**config.mk**
```make
export PLATFORM = sky130hd
export DESIGN_NAME = esk_ram
export DESIGN_NICKNAME = d
export VERILOG_FILES = /design/src/hdl/esk_ram.sv
export SDC_FILE = /design/constraint.sdc
export NUM_CORES = 2
export LEC_CHECK = 0
export BUFFER_PORTS_ARGS = -buffer_cell sky130_fd_sc_hd__buf_2
export CAP_MARGIN = 40
export CORE_MARGIN = 2
export CORE_UTILIZATION = 60
export CTS_CLUSTER_SIZE = 20
export DETAILED_ROUTE_END_ITERATION = 16
export GPL_TIMING_DRIVEN = 1
export PLACE_DENSITY = 0.73
export SLEW_MARGIN = 20
export SYNTH_ARGS = -nofsm -noshare
export SYNTH_HDL_FRONTEND = slang
export SYNTH_SLANG_ARGS = --single-unit
```
**constraint.sdc**
```tcl
create_clock -name clk_i -period 2.78 [get_ports clk_i]
set_input_delay 0.556 -clock clk_i [delete_from_list [all_inputs] [get_ports clk_i]]
set_output_delay 0.556 -clock clk_i [all_outputs]
set_load 0.005 [all_outputs]
```
**src/hdl/esk_ram.sv**
```systemverilog
module esk_ram #(
  parameter int WIDTH = 8,
  parameter int DEPTH = 256
) (
  input  logic                     clk_i,
  input  logic                     we_i,
  input  logic [$clog2(DEPTH)-1:0] waddr_i,
  input  logic [WIDTH-1:0]         wdata_i,
  input  logic [$clog2(DEPTH)-1:0] raddr_i,
  output logic [WIDTH-1:0]         rdata_o
);

  logic [WIDTH-1:0] mem_q [DEPTH];
  logic [WIDTH-1:0] rdata_q;

  always_ff @(posedge clk_i) begin
    if (we_i) begin
      mem_q[waddr_i] <= wdata_i;
    end
    rdata_q <= mem_q[raddr_i];
  end

  assign rdata_o = rdata_q;

endmodule

```
==> flow_metrics.py <==
metrics = {
    "timing": {
        "rsz0062_at_grt": "no",
        "skew_ns": 0.0378,
        "fin_crit_ns": 2.68,
        "setup_ws_ns": 0.0988,
        "tightest_slew_ns": 0.893,
        "slew_violations": 0,
        "relSlewSlack_pct": 40.5,
        "fin_crit_sh_pct": 96.4,
        "setup_viol_count_final": 0,
        "max_freq_mhz": 373,
        "whs_ns": 0.271,
        "hold_viol_final": 0,
    },
    "clocking": {
        "cts_tree": "done",
        "numCtsBuffers": 195,
        "cts_resized": 0,
        "cts_sinks": 2056,
        "h-tree-depth": 4,
        "clock-root-buffer": "clkbuf_16",
        "clock_path_buffers": 3,
        "insertion_delay_ns": 0.83,
        "clk_pin_slew_ns": 0.06,
    },
    "global_routing": {
        "grt_pass1_wl_um": 290000,
        "grt.overflow.total": 0,
        "grt.total_usage_pct": 29.8,
        "grt_antenna_before_repair": 10,
        "grt_pass1_vias": 42300,
        "grt_max_degree": 105,
    },
    "logic_synthesis": {
        "ys_types": 55,
        "synth_edf_count": 2048,
        "ys_async_sr_fraction_pct": 0,
        "synth_nets": 3759,
        "syn_area_sq_mm": 0.0796,
        "synth_ff_type": "edfxtp_1",
        "ys_warn_count": 0,
        "syn-mean-instance-area_sq_um": 21.3,
        "synth-seq-cells": 2056,
        "ys_seq_area_share_pct": 77.5,
        "syn_inst": 3733,
    },
    "route": {
        "vias": 41900,
        "detail-route-antenna-nets": 0,
        "top_layer_used": "met5",
        "route.detailed.drc": 0,
        "wl_met2_um": 95600,
        "wl_met1_um": 72300,
        "routed-wl-met3_um": 22500,
        "via_per_inst": 6.64,
        "dr.pass1.iters": 7,
        "finalWirelength_um": 198000,
        "wl_per_cell_um": 31.4,
        "drt_iter0_markers": 6031,
    },
    "run_status": {
        "outcome": "finished, final reports clean",
    },
    "power": {
        "vdd_ir_drop_max_mv": 0.703,
        "power.density_mw_per_mm2": 703,
        "leakagePower_nw": 30.4,
        "finalPower_mw": 65.6,
    },
    "finish": {
        "fill_cells": 7553,
        "drive_gt1_share_pct": 32.0,
        "most-common-layout-cells": "edfxtp_1 (2048), buf_4 (578), mux4_2 (454)",
        "area_growth_pct": 17.3,
        "nNetsFinal": 4413,
        "layout_commonest_cell": "edfxtp_1",
    },
    "floorplanning": {
        "rows": 133,
        "core-area_sq_mm": 0.131,
        "die_h_um": 368,
        "die_area_sq_mm": 0.136,
        "die_w_um": 368,
        "io-pin-count": 34,
        "start_util_pct": 60.5,
    },
    "place": {
        "gp_congestion": 0.901,
        "port-buffer-count": 33,
        "dpl_worst_slack_ns": -0.834,
        "hpwl_um": 124000,
    },
    "setup_path": {
        "endpoint_kind": "flop",
        "cp_max_fo": 1,
        "critical_path_arrival_ns": 3.34,
        "cp_slowest_cell": "nor3_1",
        "slowest_delay_ns": 0.67,
        "crit_chain": "mux4_2 -> a22o_1 -> a221oi_1 -> buf_4 -> o32ai_1 -> nor3_1 -> nor4_1",
        "path_class": "reg2reg",
        "critPathLaunchType": "flop",
        "required_ns": 3.44,
    },
    "hold_path": {
        "hp-class": "in2reg",
    },
    "flow_run": {
        "maxCapViolCount": 0,
    },
}
[stage by stage]
stage | utilization, % | std cells | setup TNS (ns) | instance area (sq um)
finish | 71.0 | 6311 | 0 | 93300
global route | 71.0 | 6307 | 0 | 93300
CTS | 70.9 | 6305 | 0 | 93300
detailed placement | 65.8 | 5942 | -4.53 | 86500
global placement | 65.8 | 5939 | -5.56 | 86400
floorplan | - | 3733 | 0 | 79600
[critical path: cells and delay by family (launching register included)]
family	cells	cell delay, ns
simple gates	2	0.80
compound gates	3	0.70
mux	1	0.47
flops	1	0.36
buf+inv	1	0.19
[power by group]
| group | switching [mW] | internal, mW |
|---|---|---|
| Combinational | 2.10 | 1.41 |
| Clock | 11.4 | 16.5 |
| Sequential | 0.0736 | 34.2 |
[metal layers]
metal / track usage [%] / vias to the layer above
met4: 10.9 / 14
met2: 47.0 / 2697
met5: 0 / -
li1: - / 17000
met3: 6.59 / 461
met1: 41.6 / 21700
[timing repair]
action | 4_1_cts | 5_1_grt
endpoints found under the hold margin | 10 | 0
setup buffers | 0 | 0
hold buffers | 1 | 0
[synthesized netlist by cell type, types with 3 or more instances]
cell / n / area, sq um
edfxtp_1: 2048 / 61500
mux4_2: 454 / 10200
nor2_1: 282 / 1060
mux2i_1: 134 / 1340
a22oi_1: 133 / 998
clkbuf_1: 111 / 417
a21oi_1: 96 / 480
o221ai_1: 46 / 403
nand3_1: 34 / 170
nand2_1: 33 / 124
buf_2: 31 / 155
nor2b_1: 31 / 194
o22ai_1: 28 / 175
buf_4: 27 / 203
nor4_1: 24 / 150
buf_1: 22 / 82.6
nor3_1: 22 / 110
buf_6: 21 / 236
a211oi_1: 16 / 120
a221oi_1: 13 / 114
buf_8: 13 / 195
nand4_1: 10 / 62.6
o211ai_1: 10 / 75.1
o21ai_0: 10 / 50.1
a22o_1: 8 / 70.1
buf_12: 8 / 160
dfxtp_1: 8 / 160
nand2b_1: 8 / 50.1
and2_1: 6 / 37.5
o22a_1: 5 / 43.8
o32ai_1: 4 / 35.0
or2_2: 4 / 25.0
nor4_2: 3 / 37.5
[path summary, 6_finish.rpt]
| kind | from | end | slack, ns | depth (start not counted) |
|---|---|---|---|---|
| hold reg to reg | mem_q[32][5] | rdata_o[5] | 1.11 | 7 |
| setup / recovery | mem_q[211][5] | rdata_o[5] | 0.1 | 7 |
| hold / removal | wdata_i[2] | mem_q[77][2] | 0.27 | 1 |
| setup reg to reg | mem_q[211][5] | rdata_o[5] | 0.1 | 7 |
[state kept, by name, summed over array words and instances (netlist names)]
register	flops
rdata_o	8
mem_q	2048
[kinds of logic after synthesis]
kind of cell / Yosys count / share of synthesized area (%)
mux: 591 / 14.6
buf+inv: 235 / 1.83
compound gates: 385 / 3.42
simple gates: 466 / 2.63
flops: 2056 / 77.5
[area by class of cell]
class                      instances  area (sq um)  share of cell area [%]
multi-input combinational       1442         16500                    17.7
inverter                           2          7.51                 0.00805
clock inverter                   125          1530                    1.64
timing repair buffer             690          6140                    6.58
sequential                      2056         61700                    66.1
clock buffer                     237          5260                    5.64
tap                             1755          2200                    2.35
antenna                            4          10.0                  0.0107
Note: power is estimated with default switching activity, not from simulation.
