===== config.mk =====
export PLATFORM = sky130hd
export DESIGN_NAME = esk_buf
export DESIGN_NICKNAME = d
export VERILOG_FILES = /design/src/hdl/esk_pkg.sv /design/src/hdl/esk_buf.sv
export SDC_FILE = /design/constraint.sdc
export NUM_CORES = 1
export LEC_CHECK = 0
export BUFFER_PORTS_ARGS = -buffer_cell sky130_fd_sc_hd__buf_2
export CAP_MARGIN = 20
export CORE_MARGIN = 8
export CORE_UTILIZATION = 50
export CTS_CLUSTER_DIAMETER = 50
export DETAILED_ROUTE_END_ITERATION = 6
export GPL_TIMING_DRIVEN = 0
export MAX_ROUTING_LAYER = met4
export PLACE_DENSITY = 0.73
export SLEW_MARGIN = 20
export SYNTH_ARGS = -nofsm -noshare
export SYNTH_HDL_FRONTEND = slang
export SYNTH_SLANG_ARGS = --single-unit

===== constraint.sdc =====
create_clock -name clk_i -period 2.4 [get_ports clk_i]
set_input_delay 0.48 -clock clk_i [delete_from_list [all_inputs] [get_ports clk_i]]
set_output_delay 0.48 -clock clk_i [all_outputs]
set_load 0.01 [all_outputs]

===== src/hdl/esk_pkg.sv =====
package esk_pkg;

  localparam int TABLE_ENTRIES = 512;
  localparam int MAX_SEQ_LEN   = 16;
  localparam int BUFFER_DEPTH  = 16;
  localparam int KEY_CODE_BITS = 10;

  localparam int ENTRY_W  = $clog2(TABLE_ENTRIES);
  localparam int POS_W    = $clog2(MAX_SEQ_LEN);
  localparam int BADDR_W  = ENTRY_W + POS_W;
  localparam int EP_W     = ENTRY_W + 1;
  localparam int FILL_W   = $clog2(BUFFER_DEPTH + 1);
  localparam int BIDX_W   = $clog2(BUFFER_DEPTH);
  localparam int COUNT_W  = 10;
  localparam int CFG_IDX_W = 2;
  localparam int KIND_W   = 2;
  localparam int VALUE_W  = 21;

  typedef enum logic [1:0] {
    FUNC_KEY      = 2'd0,
    FUNC_TIMEOUT  = 2'd1,
    FUNC_WR_BYTE  = 2'd2,
    FUNC_WR_CODE  = 2'd3
  } func_e;

  typedef enum logic [CFG_IDX_W-1:0] {
    CFG_UTF8_MODE   = 2'd0,
    CFG_ENTRY_COUNT = 2'd1
  } cfg_idx_e;

  localparam logic [KIND_W-1:0] KIND_CHAR    = 2'd0;
  localparam logic [KIND_W-1:0] KIND_KEY     = 2'd1;
  localparam logic [KIND_W-1:0] KIND_INVALID = 2'd2;

  localparam logic [31:0] MAX_CODE_POINT = 32'h0010_FFFF;

  typedef logic [BUFFER_DEPTH-1:0][7:0] buf_data_t;

  // Operations on the input buffer, at most one per cycle.
  typedef struct packed {
    logic push;
    logic shift;
    logic clear;
  } buf_ctl_t;

  // Total length of a multi-byte UTF-8 sequence from its first byte, 0 if the byte cannot lead one.
  function automatic logic [2:0] lead_length(input logic [7:0] b);
    logic [2:0] len;
    if (b < 8'hC0)      len = 3'd0;
    else if (b < 8'hE0) len = 3'd2;
    else if (b < 8'hF0) len = 3'd3;
    else if (b < 8'hF8) len = 3'd4;
    else if (b < 8'hFC) len = 3'd5;
    else if (b < 8'hFE) len = 3'd6;
    else                len = 3'd0;
    return len;
  endfunction

endpackage


===== src/hdl/esk_buf.sv =====
module esk_buf (
  input  logic                    clk_i,
  input  logic                    rst_ni,
  input  esk_pkg::buf_ctl_t       ctl_i,
  input  logic [7:0]              push_byte_i,
  output esk_pkg::buf_data_t      data_o,
  output logic [esk_pkg::FILL_W-1:0] fill_o
);
  import esk_pkg::*;

  buf_data_t         data_q;
  logic [FILL_W-1:0] fill_q;

  // Bytes move toward the front one place per shift.
  always_ff @(posedge clk_i) begin
    if (ctl_i.push) begin
      data_q[fill_q[BIDX_W-1:0]] <= push_byte_i;
    end else if (ctl_i.shift) begin
      for (int i = 0; i < BUFFER_DEPTH - 1; i++) begin
        data_q[i] <= data_q[i+1];
      end
    end
  end

  always_ff @(posedge clk_i or negedge rst_ni) begin
    if (!rst_ni) begin
      fill_q <= '0;
    end else if (ctl_i.clear) begin
      fill_q <= '0;
    end else if (ctl_i.push) begin
      fill_q <= fill_q + FILL_W'(1);
    end else if (ctl_i.shift) begin
      fill_q <= fill_q - FILL_W'(1);
    end
  end

  assign data_o = data_q;
  assign fill_o = fill_q;

endmodule


==> run_results.csv <==
group,metric,value,unit
critical_path,crit_arrival,2.67,ns
yosys,yosysWarningCount,0,
pwr,leakage,2.781,nW
floorplanning,pin_count,146,
hold_path,hold_path_class,"input port to flop",
timing,whs,0.2217,ns
grt,antenna_found_initial,0,
timing,rsz0062_at_grt,"no",
critical_path,critPathRequiredTime,2.81,ns
clock_network,clkSinkCount,133,
clock_network,clockRootBuffer,"clkbuf_8",
floorplanning,fp.dieH,121.6,µm
timing,finalSetupViolations,0,
critical_path,crit_type,"input port to flop",
clock_network,htreeDepth,4,
drt,wl_per_cell,23.69,µm
yosys,yosysSeqAreaShare,71.17,%
layout,area_delta_synth_final,25.60,%
floorplanning,start_util,51.44,%
yosys,yosysTopAreaCell,"edfxtp_1",
outcome,status,"complete, no violations",
drt,drc_errors,0,
drt,firstDrtPassIters,5,
drt,vias,4146,
layout,stdcell_count,666,
timing,fin_skew,0.008002,ns
grt,grt_pass1_wl,23.93,mm
drt,finalWirelength,15.78,mm
critical_path,crit_path_start_kind,"input port",
layout,mostFrequentLayoutCells,"146 x buf_2, 128 x edfxtp_1, 120 x a22o_1",
yosys,syn_area,5577,µm²
timing,finalHoldViolations,0,
layout,final_common_cell,"buf_2",
clock_network,tritoncts,"built",
yosys,syn_nets,365,
layout,stdcell_area,7004,µm²
flow_run,maxCapViolations,0,
placement,io_buffers,145,
clock_network,path_clk_slew,0.06,ns
floorplanning,rows,38,
layout,nNetsFinal,530,
timing,period_needed,2.264,ns
timing,tightestPinTransition,1.095,ns
grt,grt_usage,22.12,%
floorplanning,core-area,10840,µm²
placement,gp_congestion,0.8223,
clock_network,cts_buffer_depth,2,
yosys,yosys.cell_types.count,30,
drt,drt_iter0_markers,412,
timing,finalCritPeriodShare,94.35,%
grt,grt_pass1_vias,4132,
pwr,ir_drop,0.0004017,V
pwr,finalPower,0.005933,W
drt,ant_nets,0,
layout,diodes,0,
timing,slew_violations,0,
floorplanning,fp.dieArea,14790,µm²
grt,grt_max_degree,17,
yosys,syn_inst,348,
yosys,synth_top_area_share,68.93,%
pwr,power_density,847.1,nW/µm²
critical_path,cp_max_fo,13,
grt,overflow,0,
layout,drive_gt1_share,34.60,%
clock_network,insertion_delay,0.52,ns
timing,clock.fmax,441.6,MHz
placement,placed_area,6477,µm²
timing,slew_headroom,26.26,%
critical_path,end_kind,"flop",
layout,nFillCells,831,
clock_network,cts_made_buffers,17,
yosys,ys_top_cells_by_area,"edfxtp_1 69%, a22o_1 19%, dfrtp_1 2.2%",
placement,place_inst,633,
placement,dp_hpwl,11.26,mm
yosys,syn_area_per_cell,16.02,µm²
floorplanning,die_x,121.6,µm
yosys,ys_ff_latch,133,
layout,final_util,64.61,%
drt,routed_via_density,6.225,
[area by class of cell]
class / count / area, µm² / area share [%]
buffer: 25 / 111.4 / 1.590
clock buffer: 21 / 429.2 / 6.127
clock inverter: 11 / 86.33 / 1.233
inverter: 6 / 22.52 / 0.3215
multi-input combinational: 184 / 1475 / 21.06
sequential: 133 / 3969 / 56.66
tap: 140 / 175.2 / 2.501
timing repair buffer: 146 / 735.7 / 10.50
[cell families after synthesis]
kind of cell | count (synthesis) | share of synthesized area, %
simple gates | 37 | 3.994
flops | 133 | 71.17
fa+ha+maj | 4 | 1.032
mux | 2 | 0.3814
buf+inv | 31 | 2.378
xor+xnor | 2 | 0.3142
compound gates | 139 | 20.73
[per-layer routing]
metal | track usage (%) | routed length [µm]
met3 | 5.692 | 1581
met1 | 27.39 | 6274
met5 | - | 0
met2 | 34.15 | 7562
met4 | 8.944 | 358
[worst max-delay path, cell delays in order]
cell and delay (ns):
buf_2 0.14, clkinv_1 0.21, clkbuf_2 0.30, fa_1 0.50, a21o_1 0.19, a21oi_1 0.18
mux2i_1 0.30, mux2_2 0.36
[sequential cells by signal, indices dropped and copies added, names as in the netlist]
name and count:
data_o 128, fill_o 5
[repair_timing]
item,CTS,global route
hold buffers,1,0
setup buffers,0,0
hold endpoints to repair,5,0
gates resized for setup,0,2
setup endpoints to repair,0,1
[where the power goes]
part,internal (W),switching (W)
registers,0.00277,0.000108
logic,0.000301,0.000478
clock network,0.00136,0.000925
total,0.00442,0.00151
[Yosys cell counts]
cell	count
ha_1	3
clkbuf_1	22
nand2b_1	2
nor4_1	1
fa_1	1
xor2_1	1
dfrtp_1	5
mux2i_1	1
a21oi_1	4
inv_1	5
edfxtp_1	128
buf_6	2
a21o_1	2
nand3b_1	2
nor2_4	3
nor2_1	14
a311o_1	1
nand3_1	1
mux2_2	1
xnor2_1	1
nor3_2	3
o21ai_0	12
nand2_1	7
buf_2	1
or3b_1	1
clkinv_1	1
nor2b_1	1
a22o_1	120
nor3_4	1
nor4bb_1	1
[final timing paths]
path	slack (ns)	depth (start not counted)	endpoint	from
worst max-delay path	0.14	8	fill_o[4]$_DFFE_PN0P_	ctl_i[2]
worst min-delay path	0.22	2	fill_o[2]$_DFFE_PN0P_	ctl_i[0]
worst max register to register	0.14	2	data_o[112]$_DFFE_PP_	fill_o[0]$_DFFE_PN0P_
worst min register to register	0.58	1	data_o[52]$_DFFE_PP_	data_o[60]$_DFFE_PP_
min in group asynchronous	0.31	2	fill_o[4]$_DFFE_PN0P_	rst_ni
max in group asynchronous	1.96	2	fill_o[0]$_DFFE_PN0P_	rst_ni
[through the flow]
stage               TNS (ns)  setup WS, ns
finish                     0        0.1357
global route               0       0.02924
CTS                        0       0.06548
detailed placement    -2.463       -0.4446
global placement     -0.8203       -0.3166
floorplan                  0       0.07251
No activity file was read; power rests on OpenSTA's default activity.
