$ cat src/hdl/esk_pkg.sv
package esk_pkg;

  localparam int TABLE_ENTRIES = 512;
  localparam int MAX_SEQ_LEN   = 16;
  localparam int BUFFER_DEPTH  = 16;
  localparam int KEY_CODE_BITS = 10;

  localparam int ENTRY_W  = $clog2(TABLE_ENTRIES);
  localparam int POS_W    = $clog2(MAX_SEQ_LEN);
  localparam int BADDR_W  = ENTRY_W + POS_W;
  localparam int EP_W     = ENTRY_W + 1;
  localparam int FILL_W   = $clog2(BUFFER_DEPTH + 1);
  localparam int BIDX_W   = $clog2(BUFFER_DEPTH);
  localparam int COUNT_W  = 10;
  localparam int CFG_IDX_W = 2;
  localparam int KIND_W   = 2;
  localparam int VALUE_W  = 21;

  typedef enum logic [1:0] {
    FUNC_KEY      = 2'd0,
    FUNC_TIMEOUT  = 2'd1,
    FUNC_WR_BYTE  = 2'd2,
    FUNC_WR_CODE  = 2'd3
  } func_e;

  typedef enum logic [CFG_IDX_W-1:0] {
    CFG_UTF8_MODE   = 2'd0,
    CFG_ENTRY_COUNT = 2'd1
  } cfg_idx_e;

  localparam logic [KIND_W-1:0] KIND_CHAR    = 2'd0;
  localparam logic [KIND_W-1:0] KIND_KEY     = 2'd1;
  localparam logic [KIND_W-1:0] KIND_INVALID = 2'd2;

  localparam logic [31:0] MAX_CODE_POINT = 32'h0010_FFFF;

  typedef logic [BUFFER_DEPTH-1:0][7:0] buf_data_t;

  // Operations on the input buffer, at most one per cycle.
  typedef struct packed {
    logic push;
    logic shift;
    logic clear;
  } buf_ctl_t;

  // Total length of a multi-byte UTF-8 sequence from its first byte, 0 if the byte cannot lead one.
  function automatic logic [2:0] lead_length(input logic [7:0] b);
    logic [2:0] len;
    if (b < 8'hC0)      len = 3'd0;
    else if (b < 8'hE0) len = 3'd2;
    else if (b < 8'hF0) len = 3'd3;
    else if (b < 8'hF8) len = 3'd4;
    else if (b < 8'hFC) len = 3'd5;
    else if (b < 8'hFE) len = 3'd6;
    else                len = 3'd0;
    return len;
  endfunction

endpackage

$ cat src/hdl/esk_ctrl.sv
module esk_ctrl (
  input  logic                          clk_i,
  input  logic                          rst_ni,
  input  logic                          utf8_mode_i,
  input  logic [esk_pkg::COUNT_W-1:0]   count_i,
  input  logic                          in_valid_i,
  output logic                          in_stall_o,
  input  logic [1:0]                    func_i,
  input  esk_pkg::buf_data_t            buf_data_i,
  input  logic [esk_pkg::FILL_W-1:0]    fill_i,
  output esk_pkg::buf_ctl_t             buf_ctl_o,
  output logic                          byte_we_o,
  output logic                          code_we_o,
  output logic [esk_pkg::BADDR_W-1:0]   byte_raddr_o,
  output logic [esk_pkg::ENTRY_W-1:0]   code_raddr_o,
  input  logic [7:0]                    byte_rdata_i,
  input  logic [esk_pkg::KEY_CODE_BITS-1:0] code_rdata_i,
  output logic                          out_valid_o,
  input  logic                          out_stall_i,
  output logic [esk_pkg::KIND_W-1:0]    kind_o,
  output logic [esk_pkg::VALUE_W-1:0]   value_o,
  output logic                          last_o
);
  import esk_pkg::*;

  typedef enum logic [2:0] {
    S_IDLE, S_SCAN, S_TB, S_TB1, S_CODE, S_PUSH, S_DROP, S_DONE
  } state_e;

  state_e              state_q;
  logic [FILL_W-1:0]   ml_q;
  logic [EP_W-1:0]     ep_q;
  logic                partial_q;
  logic [FILL_W-1:0]   res_cnt_q;
  logic [FILL_W-1:0]   drop_q;
  logic                pend_valid_q;
  logic [KIND_W-1:0]   pend_kind_q;
  logic [VALUE_W-1:0]  pend_val_q;
  logic [KIND_W-1:0]   new_kind_q;
  logic [VALUE_W-1:0]  new_val_q;
  logic                out_valid_q;
  logic [KIND_W-1:0]   out_kind_q;
  logic [VALUE_W-1:0]  out_val_q;
  logic                out_last_q;

  logic                accept;
  logic                out_free;
  logic [7:0]          cur_byte;
  logic [7:0]          first_byte;
  logic [FILL_W-1:0]   ml_inc;
  logic [31:0]         utf8_val;
  logic [VALUE_W-1:0]  key_val;

  function automatic logic [31:0] utf8_decode(input buf_data_t d, input logic [FILL_W-1:0] len);
    logic [31:0] v;
    v = {24'd0, d[0] & (8'h7F >> len)};
    for (int i = 1; i < 6; i++) begin
      if (FILL_W'(i) < len) begin
        v = {v[25:0], d[i][5:0]};
      end
    end
    return v;
  endfunction

  assign accept     = in_valid_i && (state_q == S_IDLE);
  assign in_stall_o = (state_q != S_IDLE);
  assign out_free   = !out_valid_q || !out_stall_i;
  assign cur_byte   = buf_data_i[ml_q[BIDX_W-1:0]];
  assign first_byte = buf_data_i[0];
  assign ml_inc     = ml_q + FILL_W'(1);
  assign utf8_val   = utf8_decode(buf_data_i, ml_inc);
  assign key_val    = VALUE_W'(code_rdata_i);

  always_comb begin
    buf_ctl_o.push  = accept && (func_i == FUNC_KEY) && (fill_i < FILL_W'(BUFFER_DEPTH));
    buf_ctl_o.clear = accept && (func_i == FUNC_TIMEOUT) && (fill_i != '0) && partial_q;
    buf_ctl_o.shift = (state_q == S_DROP) && (drop_q != '0) && (fill_i != '0);
    byte_we_o       = accept && (func_i == FUNC_WR_BYTE);
    code_we_o       = accept && (func_i == FUNC_WR_CODE);
    if (state_q == S_TB) begin
      byte_raddr_o = {ep_q[ENTRY_W-1:0], ml_inc[POS_W-1:0]};
    end else begin
      byte_raddr_o = {ep_q[ENTRY_W-1:0], ml_q[POS_W-1:0]};
    end
    code_raddr_o = ep_q[ENTRY_W-1:0];
  end

  always_ff @(posedge clk_i or negedge rst_ni) begin
    if (!rst_ni) begin
      state_q      <= S_IDLE;
      ml_q         <= '0;
      ep_q         <= '0;
      partial_q    <= 1'b0;
      res_cnt_q    <= '0;
      drop_q       <= '0;
      pend_valid_q <= 1'b0;
      pend_kind_q  <= KIND_CHAR;
      pend_val_q   <= '0;
      new_kind_q   <= KIND_CHAR;
      new_val_q    <= '0;
      out_valid_q  <= 1'b0;
      out_kind_q   <= KIND_CHAR;
      out_val_q    <= '0;
      out_last_q   <= 1'b0;
    end else begin
      if (out_valid_q && !out_stall_i) begin
        out_valid_q <= 1'b0;
      end
      unique case (state_q)
        S_IDLE: begin
          if (in_valid_i) begin
            if (func_i == FUNC_KEY) begin
              if (fill_i < FILL_W'(BUFFER_DEPTH)) begin
                res_cnt_q <= '0;
                state_q   <= S_SCAN;
              end
            end else if (func_i == FUNC_TIMEOUT && fill_i != '0) begin
              ml_q      <= '0;
              partial_q <= 1'b0;
              if (!partial_q) begin
                pend_kind_q  <= KIND_CHAR;
                pend_val_q   <= VALUE_W'(first_byte);
                pend_valid_q <= 1'b1;
                res_cnt_q    <= FILL_W'(1);
                drop_q       <= FILL_W'(1);
                ep_q         <= '0;
                state_q      <= S_DROP;
              end
            end
          end
        end
        S_SCAN: begin
          if (res_cnt_q == FILL_W'(BUFFER_DEPTH) || ml_q >= fill_i) begin
            state_q <= S_DONE;
          end else if (ml_q == '0 && utf8_mode_i && first_byte[7]) begin
            partial_q <= 1'b1;
            ml_q      <= FILL_W'(1);
          end else if (partial_q) begin
            if (cur_byte[7:6] == 2'b10) begin
              if (FILL_W'(lead_length(first_byte)) == ml_inc) begin
                if (utf8_val > MAX_CODE_POINT) begin
                  new_kind_q <= KIND_INVALID;
                  new_val_q  <= '0;
                end else begin
                  new_kind_q <= KIND_CHAR;
                  new_val_q  <= utf8_val[VALUE_W-1:0];
                end
                drop_q    <= ml_inc;
                res_cnt_q <= res_cnt_q + FILL_W'(1);
                ml_q      <= '0;
                ep_q      <= '0;
                partial_q <= 1'b0;
                state_q   <= S_PUSH;
              end else begin
                ml_q <= ml_inc;
              end
            end else begin
              // Bad continuation: the lead byte goes, nothing is reported.
              drop_q    <= FILL_W'(1);
              partial_q <= 1'b0;
              ml_q      <= '0;
              state_q   <= S_DROP;
            end
          end else if (ep_q >= EP_W'(count_i)) begin
            new_kind_q <= KIND_CHAR;
            new_val_q  <= VALUE_W'(first_byte);
            drop_q     <= FILL_W'(1);
            res_cnt_q  <= res_cnt_q + FILL_W'(1);
            ml_q       <= '0;
            ep_q       <= '0;
            state_q    <= S_PUSH;
          end else begin
            state_q <= S_TB;
          end
        end
        S_TB: begin
          if (byte_rdata_i != '0 && byte_rdata_i == cur_byte) begin
            if (ml_q == FILL_W'(MAX_SEQ_LEN - 1)) begin
              state_q <= S_CODE;
            end else begin
              state_q <= S_TB1;
            end
          end else if (cur_byte > byte_rdata_i) begin
            new_kind_q <= KIND_CHAR;
            new_val_q  <= VALUE_W'(first_byte);
            drop_q     <= FILL_W'(1);
            res_cnt_q  <= res_cnt_q + FILL_W'(1);
            ml_q       <= '0;
            ep_q       <= '0;
            state_q    <= S_PUSH;
          end else begin
            ml_q    <= '0;
            ep_q    <= ep_q + EP_W'(1);
            state_q <= S_SCAN;
          end
        end
        S_TB1, S_CODE: begin
          if (state_q == S_CODE || byte_rdata_i == '0) begin
            new_kind_q <= KIND_KEY;
            new_val_q  <= key_val;
            drop_q     <= ml_inc;
            res_cnt_q  <= res_cnt_q + FILL_W'(1);
            ml_q       <= '0;
            ep_q       <= '0;
            state_q    <= S_PUSH;
          end else begin
            ml_q    <= ml_inc;
            state_q <= S_SCAN;
          end
        end
        S_PUSH: begin
          // The previous result leaves with last clear once a newer one exists.
          if (!pend_valid_q) begin
            pend_kind_q  <= new_kind_q;
            pend_val_q   <= new_val_q;
            pend_valid_q <= 1'b1;
            state_q      <= S_DROP;
          end else if (out_free) begin
            out_valid_q <= 1'b1;
            out_kind_q  <= pend_kind_q;
            out_val_q   <= pend_val_q;
            out_last_q  <= 1'b0;
            pend_kind_q <= new_kind_q;
            pend_val_q  <= new_val_q;
            state_q     <= S_DROP;
          end
        end
        S_DROP: begin
          if (drop_q == '0 || fill_i == '0) begin
            state_q <= S_SCAN;
          end else begin
            drop_q <= drop_q - FILL_W'(1);
          end
        end
        S_DONE: begin
          if (!pend_valid_q) begin
            state_q <= S_IDLE;
          end else if (out_free) begin
            out_valid_q  <= 1'b1;
            out_kind_q   <= pend_kind_q;
            out_val_q    <= pend_val_q;
            out_last_q   <= 1'b1;
            pend_valid_q <= 1'b0;
            state_q      <= S_IDLE;
          end
        end
        default: state_q <= S_IDLE;
      endcase
    end
  end

  assign out_valid_o = out_valid_q;
  assign kind_o      = out_kind_q;
  assign value_o     = out_val_q;
  assign last_o      = out_last_q;

  a_idle_no_pending: assert property (@(posedge clk_i) disable iff (!rst_ni)
    (state_q == S_IDLE) |-> !pend_valid_q)
    else $error("result still pending while idle");

  a_entry_bound: assert property (@(posedge clk_i) disable iff (!rst_ni)
    ep_q <= EP_W'(TABLE_ENTRIES))
    else $error("entry pointer beyond table");

  a_result_bound: assert property (@(posedge clk_i) disable iff (!rst_ni)
    res_cnt_q <= FILL_W'(BUFFER_DEPTH))
    else $error("too many results for one request");

  a_lookahead: assert property (@(posedge clk_i) disable iff (!rst_ni)
    (state_q == S_TB1) |-> (ml_q < FILL_W'(MAX_SEQ_LEN - 1)))
    else $error("lookahead read past sequence end");

endmodule

$ cat config.mk
export PLATFORM = sky130hd
export DESIGN_NAME = esk_ctrl
export DESIGN_NICKNAME = d
export VERILOG_FILES = /design/src/hdl/esk_pkg.sv /design/src/hdl/esk_ctrl.sv
export SDC_FILE = /design/constraint.sdc
export NUM_CORES = 1
export LEC_CHECK = 0
export BUFFER_PORTS_ARGS = -buffer_cell sky130_fd_sc_hd__buf_2
export CAP_MARGIN = 40
export CORE_ASPECT_RATIO = 1.75
export CORE_UTILIZATION = 55
export DETAILED_ROUTE_END_ITERATION = 10
export HOLD_SLACK_MARGIN = 0.06
export PLACE_DENSITY_LB_ADDON = 0.05
export SETUP_SLACK_MARGIN = 0.2
export SYNTH_ARGS = -nofsm -noshare
export SYNTH_HDL_FRONTEND = slang
export SYNTH_SLANG_ARGS = --single-unit
$ cat constraint.sdc
create_clock -name clk_i -period 8.5 [get_ports clk_i]
set_input_delay 0.85 -clock clk_i [delete_from_list [all_inputs] [get_ports clk_i]]
set_output_delay 0.85 -clock clk_i [all_outputs]
set_load 0.005 [all_outputs]
==> flow_metrics.env <==
export IMPL_clk_pin_slew_ns=0.07
export IMPL_cts_buffer_depth=2
export IMPL_wl_um=22650
export IMPL_p_comb_share_pct=57.9
export IMPL_slew_headroom_pct=40.78
export IMPL_h_tree_depth=3
export IMPL_r2r_end="new_val_q[1]"
export IMPL_post_cts_buffers=0
export IMPL_synth_nets=1058
export IMPL_drtIter0Drc=373
export IMPL_switching_power_w=0.001317
export IMPL_ff2ff_path_depth=13
export IMPL_drt_first_pass_iters=5
export IMPL_swShare_pct=44.73
export IMPL_wire_per_inst_um=18.66
export IMPL_crit_required_ns=8.70
export IMPL_core_area_um2=13980
export IMPL_die_x_um=92.69
export IMPL_endpoint="new_val_q[1]"
export IMPL_yosys_warnings=0
export IMPL_viasPerCell=6.146
export IMPL_track_usage_pct=31.20
export IMPL_maxCapViolCount=0
export IMPL_p_per_area_nw_per_um2=315.1
export IMPL_grt_busiest_layer="met2"
export IMPL_fin_tns_setup_ns=0
export IMPL_crit_type="reg -> reg"
export IMPL_start_util_pct=56.63
export IMPL_fin_crit_ns=5.410
export IMPL_path_depth=13
export IMPL_num_vias=7461
export IMPL_cts_tree="yes"
export IMPL_vdd_drop_max_uv=243.6
export IMPL_grt_pass1_wl_um=36430
export IMPL_drive_above_1_share_pct=32.02
export IMPL_worstSetupStartpointType="register"
export IMPL_final_max_slew_violation_count=0
export IMPL_cp_slowest_cell="dfrtp_2"
export IMPL_cts_hold_fix_buffers=0
export IMPL_tightest_slew_ns=0.8883
export IMPL_critPathBufInv=1
export IMPL_async_flop_share_pct=100.0
export IMPL_cpMostUsedCell="a21o_1"
export IMPL_diodes=0
export IMPL_grtUsageMet2_pct=57.51
export IMPL_synth_cell_types=67
export IMPL_drc_errors=0
export IMPL_numCtsBuffers=9
export IMPL_synthFlopType="dfrtp_1"
export IMPL_grt_pass1_vias=7434
export IMPL_use_met3_pct=3.456
export IMPL_max_freq_mhz=184.9
export IMPL_die_area_um2=14900
export IMPL_io_buffers=220
export IMPL_hold_violations=0
export IMPL_finClkSkew_ns=0.008140
export IMPL_worstPathCellList="buf_4 -> mux4_2 -> mux4_2 -> ha_1 -> a21o_1 -> a21o_1 -> a21o_1 -> o22ai_1 -> nand3_1 -> and4bb_2 -> and3_1 -> nand3_1 -> o21ai_1"
export IMPL_cpPeakStageDelay_ns=0.71
export IMPL_r2r_start="ml_q[0]"
export IMPL_place_congestion=0.9896
export IMPL_syn_area_um2=7916
export IMPL_final_nets=1231
export IMPL_p_leak_nw=4.595
export IMPL_setup_ws_ns=3.090
export IMPL_rows=57
export IMPL_synth_enable_flop_cells=0
export IMPL_p_clk_share_pct=15.7
export IMPL_power_share_sequential_pct=26.4
export IMPL_grt_max_degree=62
export IMPL_reg2reg_setup_slack_ns=3.09
export IMPL_grt_ovfl_total=0
export IMPL_setup_viol_count_final=0
export IMPL_antenna_found_initial=0
export IMPL_cts_resized=0
export IMPL_syn_area_per_cell_um2=9.216
export IMPL_p_int_w=0.001627
export IMPL_status="completed"
export IMPL_area_growth_pct=18.03
export IMPL_cp_arrival_ns=5.61
export IMPL_cp_startpoint="ml_q[0]"
export IMPL_period_share_pct=63.64
export IMPL_path_max_fanout=35
export IMPL_pin_count=221
export IMPL_cpLargestDelayFamily="simple AND/OR/NAND/NOR gates"
export IMPL_drtAntennaViolNets=0
export IMPL_hp_class="in -> async"
export IMPL_grtUsageMet1_pct=35.16
export IMPL_synth_seq_cells=101
export IMPL_synthCells=859
export IMPL_fin_util_pct=66.85
export IMPL_dpl_hpwl_um=18020
export IMPL_clockRootBuffer="clkbuf_16"
export IMPL_die_y_um=160.7
export IMPL_clkSinkCount=101
export IMPL_rsz0062_at_grt="no"
export IMPL_setup_worst_path_end_class="register"
export IMPL_insertion_delay_ns=0.35
export IMPL_pre_cts_slack_ns=3.115
export IMPL_yosysSeqAreaShare_pct=31.93
metrics by stage:
step / area [µm²] / cells / hold slack [ns] / total power (W)
floorplan: 7916 / 859 / 0.4441 / 0.002029
global placement: 8935 / 1194 / 0.4631 / 0.002431
detailed placement: 8992 / 1198 / 0.4767 / 0.002474
CTS: 9344 / 1214 / 0.4797 / 0.002946
global route: 9344 / 1214 / 0.5053 / 0.003164
finish: 9344 / 1214 / 0.4677 / 0.002944
worst min path at each step:
stage / end / start / cells past startpoint / slack, ns
floorplan: new_kind_q[1] / new_kind_q[1] / 2 / 0.44
global placement: new_val_q[4] / new_val_q[4] / 2 / 0.46
detailed placement: ep_q[9] / ep_q[9] / 1 / 0.48
CTS: value_o[12] / rst_ni / 1 / 0.48
global route: value_o[10] / rst_ni / 1 / 0.51
finish: value_o[9] / rst_ni / 1 / 0.47
registers in the layout, summed over array words and instances (netlist names):
signal	cells
ep_q	10
new_kind_q	2
res_cnt_q	5
pend_val_q	21
ml_q	5
new_val_q	21
last_o	1
value_o	21
pend_kind_q	2
state_q	3
out_valid_o	1
kind_o	2
partial_q	1
pend_valid_q	1
drop_q	5
power groups by stage:
stage / sequential (W) / combinational, W / clock, W
finish: 0.000778 / 0.00170 / 0.000462
global route: 0.000802 / 0.00187 / 0.000488
CTS: 0.000777 / 0.00170 / 0.000472
detailed placement: 0.000786 / 0.00169 / 0
global placement: 0.000781 / 0.00165 / 0
floorplan: 0.000708 / 0.00132 / 0
routing by layer:
metal  vias to the layer above  routed length, µm
met3                        61               1202
met5                         -                  0
met2                       333              12070
li1                       3502                  -
met1                      3565               8448
met4                         0                927
layout by cell type (no fill, tap or decap), types with 5 or more instances in the layout:
cell type,instances
buf_2,219
dfrtp_1,100
nand2_1,84
nor2_1,71
o21ai_0,56
a21oi_1,45
mux2i_1,42
inv_1,41
mux4_2,38
ha_1,31
mux2_2,30
nand3_1,26
a22o_1,24
o21ai_1,23
nand2b_1,17
nor3_1,14
a211oi_1,10
a21o_1,9
clkbuf_16,9
buf_4,9
and3_1,7
xnor2_1,7
nor2b_1,7
nand4_1,7
o211ai_1,7
o31ai_1,7
and2_1,5
a31oi_1,5
o21a_1,5
cell type report:
cell class                      instances  area (µm²)
Fill cell                            1192        4634
Timing Repair Buffer                  230        1206
Sequential cell                       101        2529
Inverter                               43       161.4
Multi-Input combinational cell        647        4875
Clock inverter                          7       126.4
Tap cell                              177       221.5
Clock buffer                            9       225.2
logic make-up after synthesis:
group | count (synthesis) | share of synthesized area, %
AO/OA/AOI/OAI | 228 | 18.59
XOR/XNOR | 9 | 0.9958
adder cells (fa/ha/maj) | 31 | 4.900
buffers and inverters | 111 | 6.496
flip-flops | 101 | 31.93
multiplexers | 114 | 21.10
AND/OR/NAND/NOR | 265 | 15.99
cell usage after synthesis, drive strengths merged, types with 3 or more instances:
| cell type | number | area share (%) |
|---|---|---|
| dfrtp | 101 | 32 |
| nand2 | 84 | 4.0 |
| o21ai | 79 | 5.0 |
| nor2 | 71 | 3.4 |
| a21oi | 45 | 2.8 |
| mux2i | 43 | 5.6 |
| inv | 42 | 2.0 |
| buf | 39 | 3.1 |
| mux4 | 38 | 11 |
| mux2 | 33 | 4.7 |
| ha | 31 | 4.9 |
| nand3 | 30 | 2.1 |
| clkbuf | 29 | 1.4 |
| a22o | 24 | 2.7 |
| nand2b | 17 | 1.3 |
| nor3 | 15 | 1.0 |
| a211oi | 10 | 0.95 |
| a21o | 9 | 0.85 |
| o31ai | 8 | 0.82 |
| and3 | 7 | 0.55 |
| nand4 | 7 | 0.55 |
| nor2b | 7 | 0.55 |
| o211ai | 7 | 0.66 |
| xnor2 | 7 | 0.77 |
| a31oi | 5 | 0.40 |
| and2 | 5 | 0.40 |
| o21a | 5 | 0.47 |
| or2 | 5 | 0.43 |
| a211o | 4 | 0.44 |
| a41oi | 4 | 0.44 |
| nand3b | 4 | 0.38 |
| o22ai | 4 | 0.32 |
| a221oi | 3 | 0.33 |
| a32oi | 3 | 0.33 |
| nor3b | 3 | 0.28 |
| nor4 | 3 | 0.24 |
| o32ai | 3 | 0.33 |
| or4 | 3 | 0.33 |
No activity file was read; power rests on OpenSTA's default activity.
